File: src/rtl/pwli_pkg.sv
// Shared constants, widths, status codes and state encoding for the
// piecewise-linear integrator. No dependencies.
package pwli_pkg;

    localparam int MAX_POINTS = 1024;
    localparam int IDX_W      = $clog2(MAX_POINTS);
    localparam int CNT_W      = IDX_W + 1;

    localparam int XW      = 32;            // Q16.16 sample width
    localparam int DW      = XW + 1;        // difference of two samples
    localparam int MUL_W   = DW + 1;        // multiplier operand
    localparam int PROD_W  = 2 * MUL_W;
    localparam int SUM_W   = 80;            // exact running sum of full segments
    localparam int ACC_W   = 104;           // exact result before saturation
    localparam int NUM_W   = 97;            // d*d*df magnitude
    localparam int DEN_W   = DW + 1;        // 2*|dx|
    localparam int OUT_W   = 64;
    localparam int STAT_W  = 2;
    localparam int CFG_IDX_W = 2;
    localparam int CFG_W   = 32;

    localparam logic [STAT_W-1:0] STAT_OK    = 2'd0;
    localparam logic [STAT_W-1:0] STAT_SHORT = 2'd1;
    localparam logic [STAT_W-1:0] STAT_ZERO  = 2'd2;
    localparam logic [STAT_W-1:0] STAT_SAT   = 2'd3;

    localparam logic [CFG_IDX_W-1:0] CFG_USE_LIMITS = 2'd0;
    localparam logic [CFG_IDX_W-1:0] CFG_LOWER      = 2'd1;
    localparam logic [CFG_IDX_W-1:0] CFG_UPPER      = 2'd2;

    typedef enum logic [15:0] {
        ST_LOAD = 16'h0001,
        ST_MUL  = 16'h0002,
        ST_ACC  = 16'h0004,
        ST_FIN  = 16'h0008,
        ST_SRD  = 16'h0010,
        ST_SCMP = 16'h0020,
        ST_FRD0 = 16'h0040,
        ST_FRD1 = 16'h0080,
        ST_FRD2 = 16'h0100,
        ST_M0   = 16'h0200,
        ST_M1   = 16'h0400,
        ST_NUM  = 16'h0800,
        ST_DIV  = 16'h1000,
        ST_PACC = 16'h2000,
        ST_SAT  = 16'h4000,
        ST_OUT  = 16'h8000
    } state_t;

endpackage

File: src/rtl/pwli_div.sv
// Restoring unsigned divider, one quotient bit per cycle.
// Depends on pwli_pkg for widths.
module pwli_div (
    input  logic                          clk,
    input  logic                          rst_n,
    input  logic                          start,
    input  logic [pwli_pkg::NUM_W-1:0]    num,
    input  logic [pwli_pkg::DEN_W-1:0]    den,
    output logic                          done,
    output logic [pwli_pkg::NUM_W-1:0]    quot
);

    localparam int STEP_W = $clog2(pwli_pkg::NUM_W);

    logic                          busy_reg;
    logic                          done_reg;
    logic [STEP_W-1:0]             step_reg;
    logic [pwli_pkg::NUM_W-1:0]    work_reg;
    logic [pwli_pkg::DEN_W-1:0]    rem_reg;
    logic [pwli_pkg::DEN_W-1:0]    den_reg;
    logic [pwli_pkg::DEN_W:0]      trial;
    logic [pwli_pkg::DEN_W:0]      diff;
    logic                          fit;

    assign trial = {rem_reg, work_reg[pwli_pkg::NUM_W-1]};
    assign fit   = trial >= {1'b0, den_reg};
    assign diff  = trial - {1'b0, den_reg};

    always_ff @(posedge clk or negedge rst_n)
    begin
        if (!rst_n)
        begin
            busy_reg <= 1'b0;
            done_reg <= 1'b0;
            step_reg <= '0;
        end
        else
        begin
            done_reg <= 1'b0;
            if (start)
            begin
                busy_reg <= 1'b1;
                step_reg <= '0;
            end
            else if (busy_reg)
            begin
                step_reg <= step_reg + STEP_W'(1);
                if (step_reg == STEP_W'(pwli_pkg::NUM_W - 1))
                begin
                    busy_reg <= 1'b0;
                    done_reg <= 1'b1;
                end
            end
        end
    end

    // Shift the dividend out the top while quotient bits enter at the bottom.
    always_ff @(posedge clk)
    begin
        if (start)
        begin
            work_reg <= num;
            rem_reg  <= '0;
            den_reg  <= den;
        end
        else if (busy_reg)
        begin
            rem_reg  <= fit ? diff[pwli_pkg::DEN_W-1:0] : trial[pwli_pkg::DEN_W-1:0];
            work_reg <= {work_reg[pwli_pkg::NUM_W-2:0], fit};
        end
    end

    assign done = done_reg;
    assign quot = work_reg;

endmodule

File: config.mk
export PLATFORM = sky130hd
export DESIGN_NAME = pwli_div
export DESIGN_NICKNAME = d
export VERILOG_FILES = /design/src/rtl/pwli_pkg.sv /design/src/rtl/pwli_div.sv
export SDC_FILE = /design/constraint.sdc
export NUM_CORES = 1
export LEC_CHECK = 0
export ABC_CLOCK_PERIOD_IN_PS = 3320
export BUFFER_PORTS_ARGS = -buffer_cell sky130_fd_sc_hd__buf_2
export CAP_MARGIN = 25
export CORE_MARGIN = 4
export CORE_UTILIZATION = 35
export DETAILED_ROUTE_END_ITERATION = 16
export GPL_TIMING_DRIVEN = 0
export PLACE_DENSITY = 0.69
export SYNTH_ARGS = -nofsm -noshare
export SYNTH_HDL_FRONTEND = slang
export SYNTH_SLANG_ARGS = --single-unit
File: constraint.sdc
create_clock -name clk -period 3.32 [get_ports clk]
set_input_delay 0.83 -clock clk [delete_from_list [all_inputs] [get_ports clk]]
set_output_delay 0.83 -clock clk [all_outputs]
set_load 0.02 [all_outputs]
==> key figures, run 1 <==
Yosys
  • Synth warn: 0
  • Synth Area per Inst: 12.2 um2
  • Cell taking the most area after synthesis: edfxtp_1
  • Syn Inst Count: approximately 750
  • Synth Flop Type: edfxtp_1
  • Synth top area cells: edfxtp_1, mux2_2, dfxtp_1, ha_1, mux2i_1
  • Synth Cell Area: 9100 um2
  • Yosys reg bits: 174
  • Unique masters post-synth: 72
  • Top cell type's share of synthesized area: 0.432
  • Post-synth EDFFs: 131
  • Seq/Total Area, Yosys: 0.532
  • Syn nets: 917
  • Share of synthesized registers carrying an async set or reset: 0.0517

Timing
  • Worst hold margin: 0.243 ns
  • Final setup vio count: 0
  • Fmax: around 0.32 GHz
  • Worst clock skew: 0.0131 ns
  • PnR worst setup slack: 0.235 ns
  • Worst-margin pin slew: 0.631 ns
  • RSZ-0062 raised after global routing: false
  • Slew Limit Headroom: 0.580
  • Fin crit period: 3.08 ns
  • Post-route clock period utilization: 0.929
  • Final Hold Fails: 0
  • Slew Limit Fails: 0

Floorplanning
  • Die Wd: approximately 170 um
  • I/O Pins: between 200 and 250
  • DIE AREA: between 20,000 and 30,000 um2
  • Total core area: 25,400 um2
  • Floorplan row count: 58
  • Die Y: about 170 um
  • Initial Util: 0.358

Critical path
  • Worst Path Max Fanout: 4
  • Setup CP Type: flop to flop
  • Critical path data required time: 3.66 ns
  • Critical Path End Type: flop
  • CP Launch Point: quot[96]
  • WP data arrival: around 3.4 ns
  • Reg2Reg Launch Point: quot[96]
  • Startpoint types: flop

Placed design
  • Port bufs: 231
  • Pre-CTS setup slack: -0.637 ns
  • Placed Area: 10,700 um2
  • Placed insts: 1,309
  • DP HPWL: 18.4 mm
  • GP Congestion: between 0.8 and 0.9

Clock tree
  • CTS sink count: 174
  • CTS root buffer: clkbuf_16
  • H-tree depth: 4
  • Clock Latency Late Sink: 0.43 ns
  • CTS clock-pin slew for the worst setup and hold paths: approximately 0.080 ns
  • CTS tree: built
  • Max Root-Sink Buffers: 2
  • CTS buffer count: 17
  • Setup bufs post-CTS: 0

GRT
  • Most used routing layer: met2
  • Vias in the first global route: approximately 7,000
  • Met3 usage: 0.0582
  • Overflow after GRT: 0
  • GR Util met1: 0.204
  • GRT Util Overall: 0.168
  • Largest net degree at the start of global routing: 44
  • Initial antenna violation count: 6
  • M2 GR Usage: 0.294
  • First-pass GRT wire length: 38.3 mm

Routing
  • Detailed Routing Iterations Pass 1: 5
  • Routed Antenna Nets: 0
  • Via density: 5.03
  • DRC viols: 0
  • Iteration-0 DRC Markers: 401
  • Post-DR wirelength/cell: 17.9 um
  • WL final: between 20 and 25 mm
  • Via total after detailed routing: 6,735

Finish
  • Post-route cell area: 11,300 um2
  • Final std cells w/o fill: 1,340
  • Nets: 1,168
  • Layout cell share with drive strength beyond 1: 0.396
  • Commonest non-fill, non-tap cells in the layout: buf_2, edfxtp_1, mux2_2
  • Area grow syn2layout: 24.5%
  • ANT cells: 0
  • Max FFs per register: 97
  • Most common cell after layout, fill and taps aside: buf_2
  • Final core occ: 0.446

Power and ir drop
  • Maximum VDD drop: 0.391 mV
  • Leak pwr: slightly below 5 nW
  • Pwr Density: 689 nW/um2

Flow run
  • Max cap viols: 0

Outcome
  • Status: finished, final reports clean

Hold path
  • Worst min path class: primary input to asynchronous set/reset pin
## final timing paths
check | endpoint | depth (start not counted) | slack [ns]
worst max-delay path | rem_reg[26] | 13 | 0.24
worst min-delay path | busy_reg | 1 | 0.24
worst max register to register | rem_reg[26] | 13 | 0.24
worst min register to register | rem_reg[2] | 2 | 0.48
max in group asynchronous | done | 1 | 2.88
min in group clk | rem_reg[2] | 2 | 0.48
## logic make-up (layout without fill, tap and decap cells)
kind of cell	Yosys count	in the layout	share of synthesized area
XOR/XNOR	31	31	0.0298
multiplexers	127	127	0.154
flip-flops	174	174	0.532
AND/OR/NAND/NOR	148	148	0.0788
buffers and inverters	82	346	0.0389
AO/OA/AOI/OAI	147	147	0.115
adder cells (fa/ha/maj)	37	37	0.0517
## per-layer routing
| metal | vias to the layer above | share of wire |
|---|---|---|
| met5 | - | 0.0017 |
| met4 | 8 | 0.0094 |
| met3 | 21 | 0.072 |
| met2 | 218 | 0.50 |
| met1 | 3207 | 0.41 |
| li1 | 3281 | - |
## final cells by class
type                    instances  area (um2)
multi-input cells             490        3920
inverters                      49         188
plain buffers                  32         171
repair buffers                233        1200
fillers                      2425       14100
clock buffers                  17         425
flip-flops and latches        174        4840
well taps                     330         413
clock inverters                15         166
## Yosys cell counts (2+ instances only)
library cell	instances
buf_1	2
o211ai_1	4
o21a_1	5
o21ai_1	3
and3_1	4
o21bai_1	5
nand2b_1	2
buf_8	2
a31oi_1	5
edfxtp_1	131
nand4_1	6
o21ai_0	18
nor3_2	2
o21ai_2	2
nor2b_1	4
dfxtp_1	34
ha_1	36
mux2_2	98
xor2_1	15
mux2i_1	28
nand2_1	39
a311oi_1	4
buf_2	4
a21o_1	11
a211oi_1	30
clkbuf_1	22
and4_1	2
nand3_1	14
inv_1	49
nor2_1	59
xnor2_1	16
buf_6	2
dfrtp_1	9
a21oi_2	3
a21oi_1	36
or3_1	4
## metrics by stage
step / TNS, ns / power [W]
detailed placement: -58.32 / 0.00579
finish: 0 / 0.00781
global route: 0 / 0.00830
CTS: 0 / 0.00785
floorplan: 0 / 0.00509
global placement: -169.91 / 0.00574
## critical path: stages, from the launching register on
cell	delay, ns
edfxtp_1	0.50
inv_1	0.12
ha_1	0.19
inv_1	0.06
fa_1	0.41
a21oi_2	0.22
o211ai_1	0.14
nand2b_1	0.19
o32ai_1	0.16
a21bo_1	0.25
a221oi_2	0.28
xnor2_1	0.15
mux2i_1	0.09
a211oi_1	0.22
## where the power goes
part,internal [W],total (W),switching (W)
sequential,0.00270,0.00294,0.000235
combinational,0.00124,0.00284,0.00160
clock,0.00102,0.00203,0.00101
## what timing repair did
action	in CTS	in global routing
hold buffers	0	0
gates resized for setup	1	2
endpoints found under the setup margin	85	38
gates cloned	0	0
pin swaps	0	0
No activity file was read; power rests on OpenSTA's default activity.
==> inputs of run 2 (changes only) <==
--- a/config.mk
+++ b/config.mk
@@ -6,13 +6,14 @@
 export NUM_CORES = 1
 export LEC_CHECK = 0
 export ABC_CLOCK_PERIOD_IN_PS = 3320
-export BUFFER_PORTS_ARGS = -buffer_cell sky130_fd_sc_hd__buf_2
 export CAP_MARGIN = 25
 export CORE_MARGIN = 4
 export CORE_UTILIZATION = 35
+export CTS_CLUSTER_SIZE = 16
 export DETAILED_ROUTE_END_ITERATION = 16
+export DONT_BUFFER_PORTS = 1
 export GPL_TIMING_DRIVEN = 0
-export PLACE_DENSITY = 0.69
+export PLACE_DENSITY = 0.61
 export SYNTH_ARGS = -nofsm -noshare
 export SYNTH_HDL_FRONTEND = slang
 export SYNTH_SLANG_ARGS = --single-unit
==> constraint.sdc (replaced) <==
create_clock -name clk -period 3.32 [get_ports clk]
set_input_delay 0.664 -clock clk [delete_from_list [all_inputs] [get_ports clk]]
set_output_delay 0.664 -clock clk [all_outputs]
set_load 0.02 [all_outputs]
==> run 2 against run 1 <==
Utilization is 4.5 points lower. Highest routed layer unchanged. Global-route usage shrank 0.83 points. Sequential power grew 6.8%. Clock-buffer cell count up 1. Via count is 13% lower. Non-clock buffer count is 228 lower. First-iteration DRC count shrank 22%. Cell area down 10%. Combinational power shrank 14%.
==> key figures, run 2 (synthesized netlist as in run 1, its figures left out) <==
Finish
  • Commonest non-fill, non-tap cells in the layout: edfxtp_1, mux2_2, nor2_1
  • Nets: between 900 and 1,000
  • Most common cell after layout, fill and taps aside: edfxtp_1
  • Layout cell share with drive strength beyond 1: 0.216
  • Number of fill cells: 2,434
  • Area grow syn2layout: 11.9%
  • Max FFs per register: 97
  • Final std cells w/o fill: between 1,000 and 1,500

Critical path
  • Critical Path End Type: flop
  • CP max-delay cell: edfxtp_1
  • Crit-path most repeated cell: inv_1
  • Critical path data required time: about 3.7 ns
  • Setup CP Type: flop to flop
  • Slowest stage delay, CP: 0.56 ns
  • Crit path cell chain: inv_1, ha_1, inv_1, fa_1, a21oi_2, o211ai_1, nand2b_1, o32ai_1, a21bo_1, a221oi_2, xnor2_1, mux2i_1, a211oi_1
  • WP data arrival: 3.42 ns
  • Worst Path Max Fanout: 3
  • Startpoint types: flop

GRT
  • GRT Util Overall: 0.160
  • Overflow after GRT: 0
  • Largest net degree at the start of global routing: 37
  • First-pass GRT wire length: 35.7 mm
  • Vias in the first global route: 6,082
  • Initial antenna violation count: 13

Routing
  • Via density: 5.25
  • Detailed Routing Iterations Pass 1: 5
  • Routed Antenna Nets: 0
  • Post-DR wirelength/cell: 20.5 um
  • Via total after detailed routing: 5,854
  • DRC viols: 0
  • WL final: 22.9 mm
  • Iteration-0 DRC Markers: approximately 310

Placed design
  • Port bufs: 0
  • Pre-CTS setup slack: -0.272 ns
  • DP HPWL: 17.3 mm
  • Placed insts: 1,078
  • GP Congestion: roughly 0.83

Flow run
  • Max cap viols: 0

Power and ir drop
  • Leak pwr: 3.97 nW
  • Switching Share: 0.365
  • Combinational Power Share: 0.321
  • Int Pwr: just under 0.005 W
  • Maximum VDD drop: ~0.33 mV
  • Clock group share of total power: 0.266
  • Flop pwr share: 0.413
  • Sw Pwr: 0.00278 W
  • Pwr Density: 748 nW/um2

Timing
  • Slew Limit Fails: 0
  • Fin Setup TNS: 0 ns
  • Final Hold Fails: 0
  • Slew Limit Headroom: 0.482
  • Post-route clock period utilization: 0.926
  • Worst-margin pin slew: 0.777 ns
  • Fmax: 0.325 GHz
  • RSZ-0062 raised after global routing: false
  • PnR worst setup slack: 0.247 ns
  • Worst clock skew: 0.0156 ns
  • Final setup vio count: 0
  • Fin crit period: 3.07 ns

Outcome
  • Status: finished, final reports clean

Floorplanning
  • Floorplan row count: just under 60
  • DIE AREA: roughly 29,000 um2
  • I/O Pins: 232
  • Die Y: 169 um
  • Die Wd: 169 um
  • Initial Util: 0.358
  • Total core area: 25,400 um2

Hold path
  • Worst min path class: primary input to flop

Clock tree
  • CTS clock-pin slew for the worst setup and hold paths: 0.08 ns
  • Clock Latency Late Sink: around 0.44 ns
  • CTS buffer count: 17
  • H-tree depth: 4
  • CTS sink count: around 170
  • CTS root buffer: clkbuf_16
  • Max Root-Sink Buffers: 2
  • CTS tree: built
run 2: worst paths after layout:
| path | start | end | slack [ns] | cells past startpoint |
|---|---|---|---|---|
| worst max-delay path | quot[96] | rem_reg[26] | 0.25 | 13 |
| worst min-delay path | den[28] | den_reg[28] | 0.32 | 0 |
| worst max register to register | quot[96] | rem_reg[26] | 0.25 | 13 |
| worst min register to register | rem_reg[2] | rem_reg[2] | 0.48 | 2 |
| max in group asynchronous | rst_n | step_reg[2] | 2.39 | 1 |
| min in group asynchronous | rst_n | step_reg[6] | 0.62 | 1 |
run 2: power groups by stage:
stage               clock (W)  sequential [W]  combinational, W
floorplan                   0         0.00309           0.00200
global placement            0         0.00320           0.00239
detailed placement          0         0.00319           0.00242
global route          0.00217         0.00319           0.00273
CTS                   0.00209         0.00315           0.00243
finish                0.00202         0.00314           0.00244
run 2: final cells by class:
| class | instances | area, um2 | share of cell area |
|---|---|---|---|
| flip-flops and latches | 174 | 4840 | 0.476 |
| multi-input cells | 490 | 3920 | 0.385 |
| clock buffers | 18 | 429 | 0.0422 |
| well taps | 330 | 413 | 0.0406 |
| inverters | 49 | 188 | 0.0184 |
| plain buffers | 33 | 171 | 0.0168 |
| clock inverters | 14 | 155 | 0.0152 |
| repair buffers | 4 | 57.6 | 0.00566 |
| diodes | 3 | 7.51 | 0.000738 |
run 2: what timing repair did:
item / CTS / global route
setup buffers: 0 / 1
hold buffers: 1 / 0
hold endpoints to repair: 9 / 0
endpoints found under the setup margin: 0 / 3
resized for setup: 0 / 2
run 2: worst max-delay path, delay by kind of cell, from the launching register on:
family | cells | cell delay [ns]
xor gates and xnor gates | 1 | 0.14
adders and majority gates | 2 | 0.60
muxes | 1 | 0.09
DFF | 1 | 0.56
AOI/OAI and AO/OA | 6 | 1.24
and+or+nand+nor | 1 | 0.15
buffers and inverters | 2 | 0.20
run 2: through the flow:
| step | instance area [um2] | power (W) | util | hold slack, ns |
|---|---|---|---|---|
| 2_1_floorplan | 9100 | 0.00509 | - | 0.368 |
| 3_3_place_gp | 9520 | 0.00558 | 0.375 | 0.369 |
| 3_5_place_dp | 9560 | 0.00561 | 0.376 | 0.369 |
| 4_1_cts | 10200 | 0.00768 | 0.400 | 0.301 |
| 5_1_grt | 10200 | 0.00809 | 0.400 | 0.299 |
| 6_report | 10200 | 0.00761 | 0.401 | 0.324 |
run 2: metal layers:
metal  global-route usage  wire length, um  up-vias
li1                     -                -     2822
met1                0.185             9030     2757
met2                0.269            11200      213
met3               0.0794             2170       42
met4               0.0336              346       20
met5                    0              145        -
